--- src/rtl/core/jsu_pkg.sv ---
`default_nettype none
// ----------------------------------------------------------------------------
// jsu_pkg
// Shared types and constants of the string unescaper: result kinds, error
// codes, one result beat and the bundle of beats that one input byte causes.
// ----------------------------------------------------------------------------
package jsu_pkg;

	localparam int QUEUE_DEPTH = 4;
	localparam int MAX_BEATS   = 4;

	typedef enum logic [1:0] {
		KIND_DATA  = 2'd0,
		KIND_DONE  = 2'd1,
		KIND_ERROR = 2'd2
	} kind_t;

	typedef enum logic [2:0] {
		ERR_NONE     = 3'd0,
		ERR_NO_QUOTE = 3'd1,
		ERR_CONTROL  = 3'd2,
		ERR_BAD_HEX  = 3'd3,
		ERR_BAD_ESC  = 3'd4,
		ERR_ENDED    = 3'd5
	} err_t;

	typedef struct packed {
		kind_t      kind;
		logic [7:0] data_byte;
		err_t       error_code;
	} result_t;

	typedef struct packed {
		logic [2:0]                  cnt;
		result_t [MAX_BEATS-1:0]     r;
	} bundle_t;

endpackage
`default_nettype wire

--- src/rtl/core/jsu_if.sv ---
`default_nettype none
// ----------------------------------------------------------------------------
// jsu_if
// Valid/ready channels of the unescaper: raw text beats in, decoded beats out.
// ----------------------------------------------------------------------------
interface jsu_raw_if;
	logic       valid;
	logic       ready;
	logic [7:0] byte_in;
	logic       start_req;
	logic       end_of_input;

	modport source (output valid, byte_in, start_req, end_of_input, input ready);
	modport sink   (input valid, byte_in, start_req, end_of_input, output ready);
endinterface

interface jsu_dec_if;
	logic            valid;
	logic            ready;
	jsu_pkg::kind_t  kind;
	logic [7:0]      data_byte;
	jsu_pkg::err_t   error_code;
	logic            last;

	modport source (output valid, kind, data_byte, error_code, last, input ready);
	modport sink   (input valid, kind, data_byte, error_code, last, output ready);
endinterface
`default_nettype wire

--- src/rtl/core/jsu_front.sv ---
`default_nettype none
// ----------------------------------------------------------------------------
// jsu_front
// Accepts raw beats, tracks the literal state and builds the bundle of
// decoded beats that each byte causes.
// ----------------------------------------------------------------------------
module jsu_front (
	input  wire                clk,
	input  wire                arst_n,
	jsu_raw_if.sink            raw,
	input  wire                full,
	output logic               push,
	output jsu_pkg::bundle_t   bundle
);
	import jsu_pkg::*;

	typedef enum logic [2:0] {
		PH_IDLE = 3'd0,
		PH_STR  = 3'd1,
		PH_ESC  = 3'd2,
		PH_HEX  = 3'd3,
		PH_DONE = 3'd4,
		PH_ERR  = 3'd5
	} phase_t;

	phase_t      phase_q, ph, ph_n;
	logic [15:0] hex_q, hv, hv_n;
	logic [1:0]  hcnt_q, hc, hc_n;
	logic [15:0] pend_q, pc, pc_n;
	logic        pvld_q, pv, pv_n;
	logic [15:0] hv_dig;
	logic [3:0]  dig;
	logic        dig_ok;
	logic        accept;
	bundle_t     b;

	function automatic bundle_t add(bundle_t bi, kind_t k, logic [7:0] d, err_t e);
		bundle_t bo;
		bo = bi;
		if (bi.cnt < 3'(MAX_BEATS)) begin
			bo.r[bi.cnt[1:0]] = '{kind: k, data_byte: d, error_code: e};
			bo.cnt = bi.cnt + 3'd1;
		end
		return bo;
	endfunction

	function automatic bundle_t enc(bundle_t bi, logic [20:0] cp);
		bundle_t bo;
		bo = bi;
		if (cp < 21'h80) begin
			bo = add(bo, KIND_DATA, cp[7:0], ERR_NONE);
		end else if (cp < 21'h800) begin
			bo = add(bo, KIND_DATA, {3'b110, cp[10:6]}, ERR_NONE);
			bo = add(bo, KIND_DATA, {2'b10, cp[5:0]}, ERR_NONE);
		end else if (cp < 21'h10000) begin
			bo = add(bo, KIND_DATA, {4'b1110, cp[15:12]}, ERR_NONE);
			bo = add(bo, KIND_DATA, {2'b10, cp[11:6]}, ERR_NONE);
			bo = add(bo, KIND_DATA, {2'b10, cp[5:0]}, ERR_NONE);
		end else begin
			bo = add(bo, KIND_DATA, {5'b11110, cp[20:18]}, ERR_NONE);
			bo = add(bo, KIND_DATA, {2'b10, cp[17:12]}, ERR_NONE);
			bo = add(bo, KIND_DATA, {2'b10, cp[11:6]}, ERR_NONE);
			bo = add(bo, KIND_DATA, {2'b10, cp[5:0]}, ERR_NONE);
		end
		return bo;
	endfunction

	assign raw.ready = !full;
	assign accept    = raw.valid && raw.ready;

	always_comb begin
		dig_ok = 1'b1;
		dig    = 4'd0;
		if (raw.byte_in inside {[8'h30:8'h39]}) begin
			dig = raw.byte_in[3:0];
		end else if (raw.byte_in inside {[8'h61:8'h66], [8'h41:8'h46]}) begin
			dig = raw.byte_in[3:0] + 4'd9;
		end else begin
			dig_ok = 1'b0;
		end
	end

	always_comb begin
		ph = raw.start_req ? PH_IDLE : phase_q;
		hv = raw.start_req ? 16'd0 : hex_q;
		hc = raw.start_req ? 2'd0 : hcnt_q;
		pc = raw.start_req ? 16'd0 : pend_q;
		pv = raw.start_req ? 1'b0 : pvld_q;
		ph_n = ph;
		hv_n = hv;
		hc_n = hc;
		pc_n = pc;
		pv_n = pv;
		hv_dig = {hv[11:0], dig};
		b = '0;
		if (raw.end_of_input) begin
			if (ph == PH_IDLE || ph == PH_STR || ph == PH_ESC || ph == PH_HEX) begin
				b = add(b, KIND_ERROR, 8'd0, (ph == PH_HEX) ? ERR_BAD_HEX : ERR_ENDED);
				ph_n = PH_ERR;
			end
		end else begin
			case (ph)
				PH_IDLE: begin
					if (raw.byte_in == 8'h22) begin
						ph_n = PH_STR;
					end else begin
						b = add(b, KIND_ERROR, 8'd0, ERR_NO_QUOTE);
						ph_n = PH_ERR;
					end
				end
				PH_STR: begin
					if (raw.byte_in == 8'h22) begin
						if (pv) b = enc(b, {5'd0, pc});
						b = add(b, KIND_DONE, 8'd0, ERR_NONE);
						pv_n = 1'b0;
						ph_n = PH_DONE;
					end else if (raw.byte_in <= 8'h1f) begin
						b = add(b, KIND_ERROR, 8'd0, ERR_CONTROL);
						ph_n = PH_ERR;
					end else if (raw.byte_in == 8'h5c) begin
						ph_n = PH_ESC;
					end else begin
						if (pv) b = enc(b, {5'd0, pc});
						b = add(b, KIND_DATA, raw.byte_in, ERR_NONE);
						pv_n = 1'b0;
					end
				end
				PH_ESC: begin
					if (raw.byte_in == 8'h75) begin
						hv_n = 16'd0;
						hc_n = 2'd0;
						ph_n = PH_HEX;
					end else if (raw.byte_in inside {8'h62, 8'h66, 8'h6e, 8'h72, 8'h74,
					                                 8'h22, 8'h5c, 8'h2f}) begin
						if (pv) b = enc(b, {5'd0, pc});
						case (raw.byte_in)
							8'h62:   b = add(b, KIND_DATA, 8'h08, ERR_NONE);
							8'h66:   b = add(b, KIND_DATA, 8'h0c, ERR_NONE);
							8'h6e:   b = add(b, KIND_DATA, 8'h0a, ERR_NONE);
							8'h72:   b = add(b, KIND_DATA, 8'h0d, ERR_NONE);
							8'h74:   b = add(b, KIND_DATA, 8'h09, ERR_NONE);
							default: b = add(b, KIND_DATA, raw.byte_in, ERR_NONE);
						endcase
						pv_n = 1'b0;
						ph_n = PH_STR;
					end else begin
						b = add(b, KIND_ERROR, 8'd0, ERR_BAD_ESC);
						ph_n = PH_ERR;
					end
				end
				PH_HEX: begin
					if (!dig_ok) begin
						b = add(b, KIND_ERROR, 8'd0, ERR_BAD_HEX);
						ph_n = PH_ERR;
					end else if (hc != 2'd3) begin
						hv_n = hv_dig;
						hc_n = hc + 2'd1;
					end else begin
						hv_n = 16'd0;
						hc_n = 2'd0;
						ph_n = PH_STR;
						if (pv && pc inside {[16'hd800:16'hdbff]} &&
						    hv_dig inside {[16'hdc00:16'hdfff]}) begin
							b = enc(b, {1'b0, pc[9:0], hv_dig[9:0]} + 21'h10000);
							pv_n = 1'b0;
							pc_n = 16'd0;
						end else begin
							if (pv) b = enc(b, {5'd0, pc});
							pc_n = hv_dig;
							pv_n = 1'b1;
						end
					end
				end
				default: begin
				end
			endcase
		end
		if (ph_n == PH_ERR) begin
			pv_n = 1'b0;
			pc_n = 16'd0;
			hv_n = 16'd0;
			hc_n = 2'd0;
		end
	end

	assign push   = accept && (b.cnt != 3'd0);
	assign bundle = b;

	always_ff @(posedge clk or negedge arst_n) begin
		if (!arst_n) begin
			phase_q <= PH_IDLE;
			hex_q   <= 16'd0;
			hcnt_q  <= 2'd0;
			pend_q  <= 16'd0;
			pvld_q  <= 1'b0;
		end else if (accept) begin
			phase_q <= ph_n;
			hex_q   <= hv_n;
			hcnt_q  <= hc_n;
			pend_q  <= pc_n;
			pvld_q  <= pv_n;
		end
	end

	a_push_full: assert property (@(posedge clk) disable iff (!arst_n)
		push |-> !full) else $error("push into full queue");
	a_err_sticky: assert property (@(posedge clk) disable iff (!arst_n)
		(accept && !raw.start_req && phase_q == PH_ERR) |-> !push)
		else $error("beats after error");
	a_pend_idle: assert property (@(posedge clk) disable iff (!arst_n)
		(phase_q == PH_IDLE || phase_q == PH_ERR) |-> !pvld_q)
		else $error("pending code outside string");

endmodule
`default_nettype wire

--- src/rtl/core/jsu_queue.sv ---
`default_nettype none
// ----------------------------------------------------------------------------
// jsu_queue
// Short FIFO of beat bundles between the front and back parts.
// ----------------------------------------------------------------------------
module jsu_queue #(
	parameter int Depth = jsu_pkg::QUEUE_DEPTH
) (
	input  wire                     clk,
	input  wire                     arst_n,
	input  wire                     push,
	input  wire jsu_pkg::bundle_t   wr_data,
	input  wire                     pop,
	output jsu_pkg::bundle_t        head,
	output logic                    full,
	output logic                    empty
);
	import jsu_pkg::*;

	localparam int PW = (Depth > 1) ? $clog2(Depth) : 1;
	localparam int CW = $clog2(Depth + 1);

	bundle_t         mem_q [Depth];
	logic [PW-1:0]   wr_q, rd_q;
	logic [CW-1:0]   cnt_q;
	logic            do_push, do_pop;

	assign full    = (cnt_q == CW'(Depth));
	assign empty   = (cnt_q == '0);
	assign head    = mem_q[rd_q];
	assign do_push = push && !full;
	assign do_pop  = pop && !empty;

	always_ff @(posedge clk) begin
		if (do_push) mem_q[wr_q] <= wr_data;
	end

	always_ff @(posedge clk or negedge arst_n) begin
		if (!arst_n) begin
			wr_q  <= '0;
			rd_q  <= '0;
			cnt_q <= '0;
		end else begin
			if (do_push) wr_q <= (wr_q == PW'(Depth - 1)) ? '0 : wr_q + PW'(1);
			if (do_pop)  rd_q <= (rd_q == PW'(Depth - 1)) ? '0 : rd_q + PW'(1);
			cnt_q <= cnt_q + CW'(do_push) - CW'(do_pop);
		end
	end

endmodule
`default_nettype wire

--- src/rtl/core/jsu_back.sv ---
`default_nettype none
// ----------------------------------------------------------------------------
// jsu_back
// Drains bundles one beat a cycle, unless dec.ready stalls, into the output
// register and marks the final beat of each bundle.
// ----------------------------------------------------------------------------
module jsu_back (
	input  wire                     clk,
	input  wire                     arst_n,
	input  wire jsu_pkg::bundle_t   head,
	input  wire                     empty,
	output logic                    pop,
	jsu_dec_if.source               dec
);
	import jsu_pkg::*;

	logic [1:0] idx_q;
	logic       ovld_q;
	logic       load;
	logic       fin;
	result_t    cur;

	assign load = !ovld_q || dec.ready;
	assign cur  = head.r[idx_q];
	assign fin  = ({1'b0, idx_q} == head.cnt - 3'd1);
	assign pop  = load && !empty && fin;

	assign dec.valid = ovld_q;

	always_ff @(posedge clk) begin
		if (load && !empty) begin
			dec.kind       <= cur.kind;
			dec.data_byte  <= cur.data_byte;
			dec.error_code <= cur.error_code;
			dec.last       <= fin;
		end
	end

	always_ff @(posedge clk or negedge arst_n) begin
		if (!arst_n) begin
			ovld_q <= 1'b0;
			idx_q  <= 2'd0;
		end else if (load) begin
			ovld_q <= !empty;
			if (!empty) idx_q <= fin ? 2'd0 : idx_q + 2'd1;
		end
	end

	a_nonempty_bundle: assert property (@(posedge clk) disable iff (!arst_n)
		!empty |-> (head.cnt != 3'd0 && head.cnt <= 3'(MAX_BEATS)))
		else $error("bad bundle count");
	a_term_last: assert property (@(posedge clk) disable iff (!arst_n)
		(dec.valid && dec.kind != KIND_DATA) |-> dec.last)
		else $error("end or error beat not last");
	a_term_zero: assert property (@(posedge clk) disable iff (!arst_n)
		(dec.valid && dec.kind != KIND_DATA) |-> dec.data_byte == 8'd0)
		else $error("data on non-data beat");
	a_idx_reset: assert property (@(posedge clk) disable iff (!arst_n)
		pop |=> idx_q == 2'd0) else $error("index not rewound");

endmodule
`default_nettype wire

--- src/rtl/core/json_string_unescape_utf8.sv ---
`default_nettype none
// ----------------------------------------------------------------------------
// json_string_unescape_utf8
// Unescapes one double-quoted string literal into UTF-8.
//
// raw: one beat per text byte (byte_in, start_req, end_of_input).
// dec: decoded beats (kind, data_byte, error_code, last); last marks the
//   final beat caused by one raw beat. Raw beats that cause nothing give no
//   dec beat.
// Path: a taken raw beat's bundle is queued, then its beats pass the output
//   register; further beats (up to three more) follow one per cycle.
// Throughput: one raw beat per cycle, one dec beat per cycle. raw.ready is
//   the queue's free flag, so a burst of multi-byte escapes or a stalled
//   receiver fills the queue (QueueDepth bundles) and then holds raw off.
// Stall: the output register holds its beat until dec.ready.
// Reset: clears the literal state to idle and empties the queue; an error
//   state stays until the next start_req.
// ----------------------------------------------------------------------------
module json_string_unescape_utf8 #(
	parameter int QueueDepth = jsu_pkg::QUEUE_DEPTH
) (
	input  wire        clk,
	input  wire        arst_n,
	jsu_raw_if.sink    raw,
	jsu_dec_if.source  dec
);
	import jsu_pkg::*;

	bundle_t push_bundle, head;
	logic    push, pop, full, empty;

	jsu_front u_front (
		.clk    (clk),
		.arst_n (arst_n),
		.raw    (raw),
		.full   (full),
		.push   (push),
		.bundle (push_bundle)
	);

	jsu_queue #(.Depth(QueueDepth)) u_queue (
		.clk     (clk),
		.arst_n  (arst_n),
		.push    (push),
		.wr_data (push_bundle),
		.pop     (pop),
		.head    (head),
		.full    (full),
		.empty   (empty)
	);

	jsu_back u_back (
		.clk    (clk),
		.arst_n (arst_n),
		.head   (head),
		.empty  (empty),
		.pop    (pop),
		.dec    (dec)
	);

endmodule
`default_nettype wire

--- src/flat_wrapper.sv ---
// flat-port wrapper written by rule: the top's interface ports become plain ports
module json_string_unescape_utf8_flat import jsu_pkg::*;
#(
	parameter int QueueDepth = jsu_pkg::QUEUE_DEPTH
)
  (clk, arst_n, raw_valid, raw_byte_in, raw_start_req, raw_end_of_input, raw_ready, dec_valid, dec_kind, dec_data_byte, dec_error_code, dec_last, dec_ready);
  jsu_raw_if raw_i ();
  jsu_dec_if dec_i ();
  input  wire clk;
  input  wire arst_n;
  input wire logic [$bits(raw_i.valid)-1:0] raw_valid;
  input wire logic [$bits(raw_i.byte_in)-1:0] raw_byte_in;
  input wire logic [$bits(raw_i.start_req)-1:0] raw_start_req;
  input wire logic [$bits(raw_i.end_of_input)-1:0] raw_end_of_input;
  output wire logic [$bits(raw_i.ready)-1:0] raw_ready;
  output wire logic [$bits(dec_i.valid)-1:0] dec_valid;
  output wire logic [$bits(dec_i.kind)-1:0] dec_kind;
  output wire logic [$bits(dec_i.data_byte)-1:0] dec_data_byte;
  output wire logic [$bits(dec_i.error_code)-1:0] dec_error_code;
  output wire logic [$bits(dec_i.last)-1:0] dec_last;
  input wire logic [$bits(dec_i.ready)-1:0] dec_ready;
  assign raw_i.valid = raw_valid;
  assign raw_i.byte_in = raw_byte_in;
  assign raw_i.start_req = raw_start_req;
  assign raw_i.end_of_input = raw_end_of_input;
  assign raw_ready = raw_i.ready;
  assign dec_valid = dec_i.valid;
  assign dec_kind = dec_i.kind;
  assign dec_data_byte = dec_i.data_byte;
  assign dec_error_code = dec_i.error_code;
  assign dec_last = dec_i.last;
  assign dec_i.ready = dec_ready;
  json_string_unescape_utf8 #(.QueueDepth(QueueDepth)) u_core (.clk(clk), .arst_n(arst_n), .raw(raw_i), .dec(dec_i));
endmodule
--- config.mk ---
export PLATFORM = sky130hd
export DESIGN_NAME = json_string_unescape_utf8_flat
export DESIGN_NICKNAME = d
export VERILOG_FILES = /design/src/rtl/core/jsu_pkg.sv /design/src/rtl/core/jsu_if.sv /design/src/rtl/core/jsu_front.sv /design/src/rtl/core/jsu_queue.sv /design/src/rtl/core/jsu_back.sv /design/src/rtl/core/json_string_unescape_utf8.sv /design/src/flat_wrapper.sv
export SDC_FILE = /design/constraint.sdc
export NUM_CORES = 1
export LEC_CHECK = 0
export BUFFER_PORTS_ARGS = -buffer_cell sky130_fd_sc_hd__buf_2
export CELL_PAD_IN_SITES_DETAIL_PLACEMENT = 0
export CELL_PAD_IN_SITES_GLOBAL_PLACEMENT = 1
export CORE_MARGIN = 8
export CORE_UTILIZATION = 45
export CTS_CLUSTER_SIZE = 16
export DETAILED_ROUTE_END_ITERATION = 10
export PLACE_DENSITY = 0.77
export SYNTH_ARGS = -nofsm -noshare
export SYNTH_HDL_FRONTEND = slang
export SYNTH_SLANG_ARGS = --single-unit
export TNS_END_PERCENT = 5
--- constraint.sdc ---
create_clock -name clk -period 5.7 [get_ports clk]
set_clock_uncertainty 0.15 [all_clocks]
set_input_delay 0.57 -clock clk [delete_from_list [all_inputs] [get_ports clk]]
set_output_delay 0.57 -clock clk [all_outputs]
set_load 0.03 [all_outputs]
Word level (Yosys, flattened, before mapping) --
Memory sizes are Yosys's and may differ from the RTL's. Index checks and enable logic that the tools add are counted.
Word-level totals: flip-flop bits (word level) 62, bits in writable memories 220, input port bits 14, output and inout bits 16, memories 1
Memory list:
- u_core.u_queue.mem_q | depth 4, width 55, read ports 1, clocked after memory_dff 0, wr ports 1, RTL line jsu_queue.sv:23 | bundle_t mem_q [Depth];
Cells by class: $add $sub $neg 30, order comparisons 80, equal/unequal tests 18, multiplexer cells 364, bitwise logic cells 19, reductions and logical operators 47
Operators with widths (number):
- 2-to-1 mux 55 bit | 115
- 2-to-1 mux 13 bit | 85
- bitwise mux 52 bit | 20
- demux 13 bit (select 2 bit) | 21
- one-hot mux 55 bit (5 select lines) | 1
- 2-to-1 mux 3 bit | 75
- one-hot mux 55 bit (4 select lines) | 1
- 2-to-1 mux 16 bit | 13
- AND 44 bit | 3
- NOT 44 bit | 3
- 2-to-1 mux 53 bit | 2
- AND 48 bit | 2
- NOT 48 bit | 2
- < comparator 2 x 3 -> 1 bit, second input constant | 22
- adder 3 x 1 -> 3 bit, second input constant | 21
- < comparator 3 bit, second input constant | 21
- equality test 8 x 7 -> 1 bit, second input constant | 7
- >= comparator 2 x 1 -> 1 bit, second input constant | 21
- AND 40 bit | 1
- NOT 40 bit | 1
- logical AND 1 bit | 34
- >= comparator 16 bit, second input constant | 2
- <= comparator 16 bit, second input constant | 2
- one-hot mux 16 bit (2 select lines) | 1
- other kinds (41) | 82

Longest topological paths before layout --
word-level depth 62, depth in mapped cells 20, mapped depth without buffers 17

Cells and area by module --
From an unflattened synthesis, not the netlist that was laid out.
Second synthesis, totals: cell total of the unflattened synthesis 959, area total of the unflattened synthesis 13561.8 µm²
Modules (own cells, without submodules):
- jsu_queue | instances 1, cells an instance 326, area each 8366.8 µm², seq. area each 6781.5 µm²
- jsu_front | instances 1, cells an instance 580, area each 4230.3 µm², seq. area each 850.8 µm²
- jsu_back | instances 1, cells an instance 53, area each 964.7 µm², seq. area each 495.5 µm²

Least setup slack after synthesis --
OpenSTA, ideal clock, no wires.
path kind input to register, start point input raw_start_req, end point memory u_core.u_queue.mem_q[0][0] (netlist name) (enable), arrival 4.508 ns, setup slack 0.598 ns, stages on the path 14, path through buf_4 -> inv_4 -> clkbuf_1 -> buf_1 -> nand2_1 -> inv_1 -> ha_1 -> nand4bb_1 -> o21ai_0 -> nand3_1 -> o21ai_0 -> a211o_1 -> a31oi_4 -> nor2_1
Between the ends: word-level cells in the longest chain between the ends 22, elaborated cells between the ends (all ways) 85, those cells by class 4 x add/sub; 12 x order compare; 4 x eq/ne; 54 x mux; 11 x reduce/logical
Ends and longest elaborated chain:
- start, declared | RTL line flat_wrapper.sv:13 | input wire logic [$bits(raw_i.start_req)-1:0] raw_start_req;
- 2-to-1 mux 16 bit | RTL line jsu_front.sv:87 | pc = raw.start_req ? 16'd0 : pend_q;
- < comparator 16 x 12 -> 1 bit | RTL line jsu_front.sv:52 | end else if (cp < 21'h800) begin
- 2-to-1 mux 55 bit | RTL line jsu_front.sv:52
- 2-to-1 mux 55 bit | RTL line jsu_front.sv:50 | if (cp < 21'h80) begin
- 2-to-1 mux 55 bit | RTL line jsu_front.sv:123 | if (pv) b = enc(b, {5'd0, pc});
- 2-to-1 mux 55 bit | RTL line jsu_front.sv:120 | end else if (raw.byte_in == 8'h5c) begin
- 2-to-1 mux 55 bit | RTL line jsu_front.sv:117 | end else if (raw.byte_in <= 8'h1f) begin
- 2-to-1 mux 55 bit | RTL line jsu_front.sv:112 | if (raw.byte_in == 8'h22) begin
- [6 not listed]
- 2-to-1 mux 55 bit | RTL line jsu_front.sv:112
- one-hot mux 55 bit (4 select lines) | RTL line jsu_front.sv:102 | case (ph)
- 2-to-1 mux 55 bit * | RTL line jsu_front.sv:96 | if (raw.end_of_input) begin
- nonzero test 3 bit * | RTL line jsu_front.sv:186 | assign push = accept && (b.cnt != 3'd0);
- logical AND 1 bit * | RTL line jsu_front.sv:186
- logical AND 1 bit * | RTL line jsu_queue.sv:31 | assign do_push = push && !full;
- 2-to-1 mux 1 bit * | RTL line jsu_queue.sv:35 | if (do_push) mem_q[wr_q] <= wr_data;
- 2-to-1 mux 1 bit (not written as such) * | RTL line jsu_queue.sv:35
- end, declared | RTL line jsu_queue.sv:23
Every way passes the cells marked *; elsewhere a longest branch is shown, timed or not. The select of a mux whose other input is x is not followed.

Worst setup path after layout --
start point register u_core.u_front.pend_q[6], end point register u_core.u_queue.cnt_q[2]
Between the ends: word-level cells in the longest chain between the ends 22, elaborated cells between the ends (all ways) 69, those cells by class 6 x add/sub; 10 x order compare; 47 x mux; 6 x reduce/logical
Ends and longest elaborated chain:
- start, declared | RTL line jsu_front.sv:29 | logic [15:0] pend_q, pc, pc_n;
- start signal, assigned | RTL line jsu_front.sv:200 | pend_q <= pc_n;
- 2-to-1 mux 16 bit * | RTL line jsu_front.sv:87
- < comparator 16 x 12 -> 1 bit | RTL line jsu_front.sv:52
- 2-to-1 mux 55 bit | RTL line jsu_front.sv:52
- 2-to-1 mux 55 bit | RTL line jsu_front.sv:50
- 2-to-1 mux 55 bit | RTL line jsu_front.sv:123
- 2-to-1 mux 55 bit | RTL line jsu_front.sv:120
- 2-to-1 mux 55 bit | RTL line jsu_front.sv:117
- 2-to-1 mux 55 bit | RTL line jsu_front.sv:112
- [6 not listed]
- 2-to-1 mux 55 bit | RTL line jsu_front.sv:112
- one-hot mux 55 bit (4 select lines) * | RTL line jsu_front.sv:102
- 2-to-1 mux 55 bit * | RTL line jsu_front.sv:96
- nonzero test 3 bit * | RTL line jsu_front.sv:186
- logical AND 1 bit * | RTL line jsu_front.sv:186
- logical AND 1 bit * | RTL line jsu_queue.sv:31
- adder 3 x 1 -> 3 bit * | RTL line jsu_queue.sv:46 | cnt_q <= cnt_q + CW'(do_push) - CW'(do_pop);
- subtractor 3 x 1 -> 3 bit * | RTL line jsu_queue.sv:46
- end signal, assigned | RTL line jsu_queue.sv:46
- end, declared | RTL line jsu_queue.sv:25 | logic [CW-1:0] cnt_q;
Marks and branches as above. A chain may end at the register's enable or synchronous reset.

==> metrics.csv <==
stage,metric,value,unit
status,status,completed,
global_route,grt_usage,20.47,%
clocking,cts_resized,0,
floorplan,initial_core_util,45.47,%
pwr,seq_power_share,43.8,%
worst_setup_path,crit_chain,"nand2b_1, inv_1, ha_1, o21ai_0, nand4_1, o311ai_4, a31oi_1, a31oi_4, ha_1, inv_1, ha_1, inv_1, fa_1, xnor2_1, xnor2_1",
final_layout,diodes,0,
global_route,globalRoute.totalOverflow,0,
worst_setup_path,crit_family,compound AO/OA/AOI/OAI gates,
floorplan,die_h,180.3,µm
worst_setup_path,slowest_delay,0.49,ns
placement,place_ws,1.136,ns
synthesis,syn_nets,1030,
clocking,cts.path.max_buffers,3,
pwr,finalPower,5.104,mW
synthesis,synth_seq_cells,230,
worst_setup_path,ff2ff_path_depth,15,
timing,period_needed,4.173,ns
floorplan,die_area,32520,µm²
global_route,antenna_found_initial,0,
synthesis,netlist_area,12150,µm²
floorplan,design.core.area,26730,µm²
final_layout,final_util,50.30,%
synthesis,ys_async_sr_fraction,19.13,%
global_route,grt_pass1_vias,8816,
floorplan,row_count,60,
timing,clock.fmax,239.6,MHz
worst_setup_path,rr_startpoint,u_core.u_front.pend_q[6],
timing,hold-worst-slack,0.09980,ns
route,drt_pre_antenna_iters,7,
route,drcViolationCount,0,
worst_setup_path,r2r-end,u_core.u_queue.cnt_q[2],
timing,tns,0,ns
worst_setup_path,cp.required,6.02,ns
floorplan,io_pins,30,
synthesis,synth_cells,999,
clocking,cts-htree-levels,1,
pwr,power.share.clock,30.9,%
clocking,cts_root_buffer,clkbuf_16,
worst_setup_path,cp_data_arrival_time,4.49,ns
worst_setup_path,cp_slowest_cell,dfrtp_1,
worst_setup_path,worst-path-buf-inv,3,
pwr,ir_drop,0.2621,mV
placement,dpl.hpwl,23110,µm
pwr,power_switching,1.526,mW
final_layout,drive_gt1_share,17.72,%
run,drv_cap,0,
synthesis,seq_area_frac_synth,55.02,%
global_route,grt_pass1_wl,53030,µm
route,totalWireLength,33760,µm
synthesis,yosys_warnings,0,
synthesis,synth_edf_count,186,
placement,dpl_cell_area,12650,µm²
timing,period_share,73.22,%
worst_setup_path,crit_type,flop to flop,
timing,hold_viol,0,
pwr,p_sw_share,29.90,%
clocking,postCtsHoldBufs,0,
timing,max_slew_margin,24.87,%
synthesis,yosys_most_used_dff,edfxtp_1,
timing,finalWorstSetupSlack,1.527,ns
final_layout,fillCellCount,2335,
clocking,clkTransAtPathRegs,0.06,ns
clocking,post_cts_buffers,0,
timing,rsz0062_at_grt,no,
route,ant_nets,0,
pwr,internal_power,3.578,mW
worst_setup_path,r2r_slack,1.53,ns
synthesis,netlist-cell-type-count,88,
worst_setup_path,path_max_fanout,7,
placement,dp.cells,1325,
route,drtIter0Drc,854,
route,wl_per_cell,24.68,µm
global_route,grt_max_degree,45,
floorplan,fp.dieW,180.3,µm
final_layout,final_area,13440,µm²
timing,worstMarginPinSlew,1.120,ns
route,via_count,8837,
pwr,power_density,379.7,nW/µm²
clocking,worstSkewPairLatency,0.54,ns
clocking,cts_tree,yes,
clocking,cts-buffers-inserted,24,
worst_setup_path,start_kind,flop,
final_layout,area_delta_synth_final,10.63,%
timing,finalSetupViolations,0,
hold_path,min_path_type,input port to async pin,
placement,gp_congestion,0.9802,
pwr,leakagePower,4.323,nW
pwr,combPwrFrac,25.3,%
final_layout,layoutNonFillerInstCount,1368,
synthesis,syn_avg_cell_area,12.16,µm²
placement,numPortBuffers,29,
timing,report.final.slew_viol_count,0,
route,routed_via_density,6.460,
final_layout,nNetsFinal,1041,
clocking,clock-sinks,230,
worst_setup_path,cp-end-kind,flop,
[layer usage]
| metal | share of wire [%] | wire, µm | track usage (%) | vias to the layer above |
|---|---|---|---|---|
| met1 | 44 | 14880 | 28.28 | 4433 |
| met4 | 4.1 | 1381 | 7.705 | 0 |
| li1 | - | - | - | 3949 |
| met2 | 45 | 15300 | 32.17 | 353 |
| met3 | 6.5 | 2200 | 3.246 | 102 |
| met5 | 0 | 0 | 0 | - |
[layout make-up]
type,instances,area [µm²],area share (%)
Clock buffer,30,643.1,4.784
Tap cell,341,426.7,3.174
Timing Repair Buffer,57,367.9,2.736
Multi-Input combinational cell,668,5052,37.58
Sequential cell,230,6689,49.76
Inverter,29,111.4,0.8284
Clock inverter,13,152.6,1.136
[cells by family (layout without fill, tap and decap cells)]
logic type	after synthesis	in the layout	share of synthesized area [%]
adders and majority gates	17	17	1.812
muxes	57	57	10.13
xor gates and xnor gates	7	7	0.5045
DFF	230	230	55.02
AOI/OAI and AO/OA	284	284	15.94
and+or+nand+nor	303	303	12.86
buffers and inverters	101	129	3.727
[power groups by stage]
stage | clock network, mW | logic [mW] | registers (mW)
after floorplan | 0 | 0.931 | 2.30
after global placement | 0 | 1.30 | 2.27
after detailed placement | 0 | 1.31 | 2.28
after CTS | 1.61 | 1.31 | 2.24
after global routing | 1.67 | 1.40 | 2.27
final | 1.58 | 1.29 | 2.24
[synth_stat cells, types with 5 or more instances]
cell type / count / area [µm²]
edfxtp_1: 186 / 5585
nand2_1: 83 / 311.6
nor2_1: 70 / 262.8
o21ai_0: 58 / 290.3
a21oi_1: 57 / 285.3
mux4_2: 52 / 1171
dfrtp_1: 44 / 1101
clkbuf_1: 32 / 120.1
nand3_1: 32 / 160.2
buf_2: 30 / 150.1
inv_1: 28 / 105.1
nor3_1: 25 / 125.1
a31oi_1: 23 / 143.9
o21ai_1: 21 / 105.1
nor4_1: 18 / 112.6
ha_1: 16 / 200.2
nor2b_1: 16 / 100.1
a22oi_1: 13 / 97.59
a211oi_1: 11 / 82.58
a221oi_1: 10 / 87.58
and2_1: 10 / 62.56
o211ai_1: 9 / 67.56
o31ai_1: 9 / 67.56
a22o_1: 8 / 70.07
o22ai_1: 7 / 43.79
xnor2_1: 6 / 52.55
a222oi_1: 5 / 50.05
and3_1: 5 / 31.28
buf_4: 5 / 37.54
o21a_1: 5 / 37.54
[how the worst max path moves through the flow]
stage	cells after the start	start	slack, ns	end
4_1_cts	15	u_core.u_front.pend_q[6]	1.52	u_core.u_queue.cnt_q[2]
3_3_place_gp	16	raw_start_req	1.25	u_core.u_queue.cnt_q[2]
6_report	15	u_core.u_front.pend_q[6]	1.53	u_core.u_queue.cnt_q[2]
5_1_grt	15	u_core.u_front.pend_q[6]	1.26	u_core.u_queue.cnt_q[2]
3_5_place_dp	16	raw_start_req	1.14	u_core.u_queue.cnt_q[2]
2_1_floorplan	14	raw_start_req	0.60	u_core.u_queue.mem_q[0][0]
[cell usage in the layout (no fill, tap or decap), types with 5 or more instances in the layout]
cell type and instances:
o21a_1 5, buf_4 27, inv_1 28, nor3_1 25, a221oi_1 10, a222oi_1 5
a31oi_1 23, nor4_1 17, and3_1 5, clkinv_2 6, o31ai_1 9, a22oi_1 13
ha_1 16, clkbuf_16 24, edfxtp_1 186, mux4_2 52, nand3_1 32, nand2_1 83
nor2_1 66, nor2b_1 16, buf_2 29, a22o_1 8, xnor2_1 6, o21ai_1 21
o21ai_0 58, and2_1 10, o211ai_1 9, a21oi_1 56, dfrtp_1 42, a211oi_1 11
o22ai_1 7
[sequential cells by signal, indices dropped and copies added, names as in the netlist]
name,cells
u_core.u_front.pend_q,16
u_core.u_queue.wr_q,2
u_core.u_back.dec.data_byte,8
u_core.u_back.dec.last,1
u_core.u_back.dec.error_code,3
u_core.u_back.dec.kind,2
u_core.u_front.hcnt_q,2
u_core.u_front.phase_q,3
u_core.u_front.pvld_q,1
u_core.u_queue.rd_q,2
u_core.u_queue.cnt_q,3
u_core.u_queue.mem_q,172
u_core.u_back.dec.valid,1
u_core.u_front.hex_q,12
u_core.u_back.idx_q,2
(Power assumes the default switching activity.)
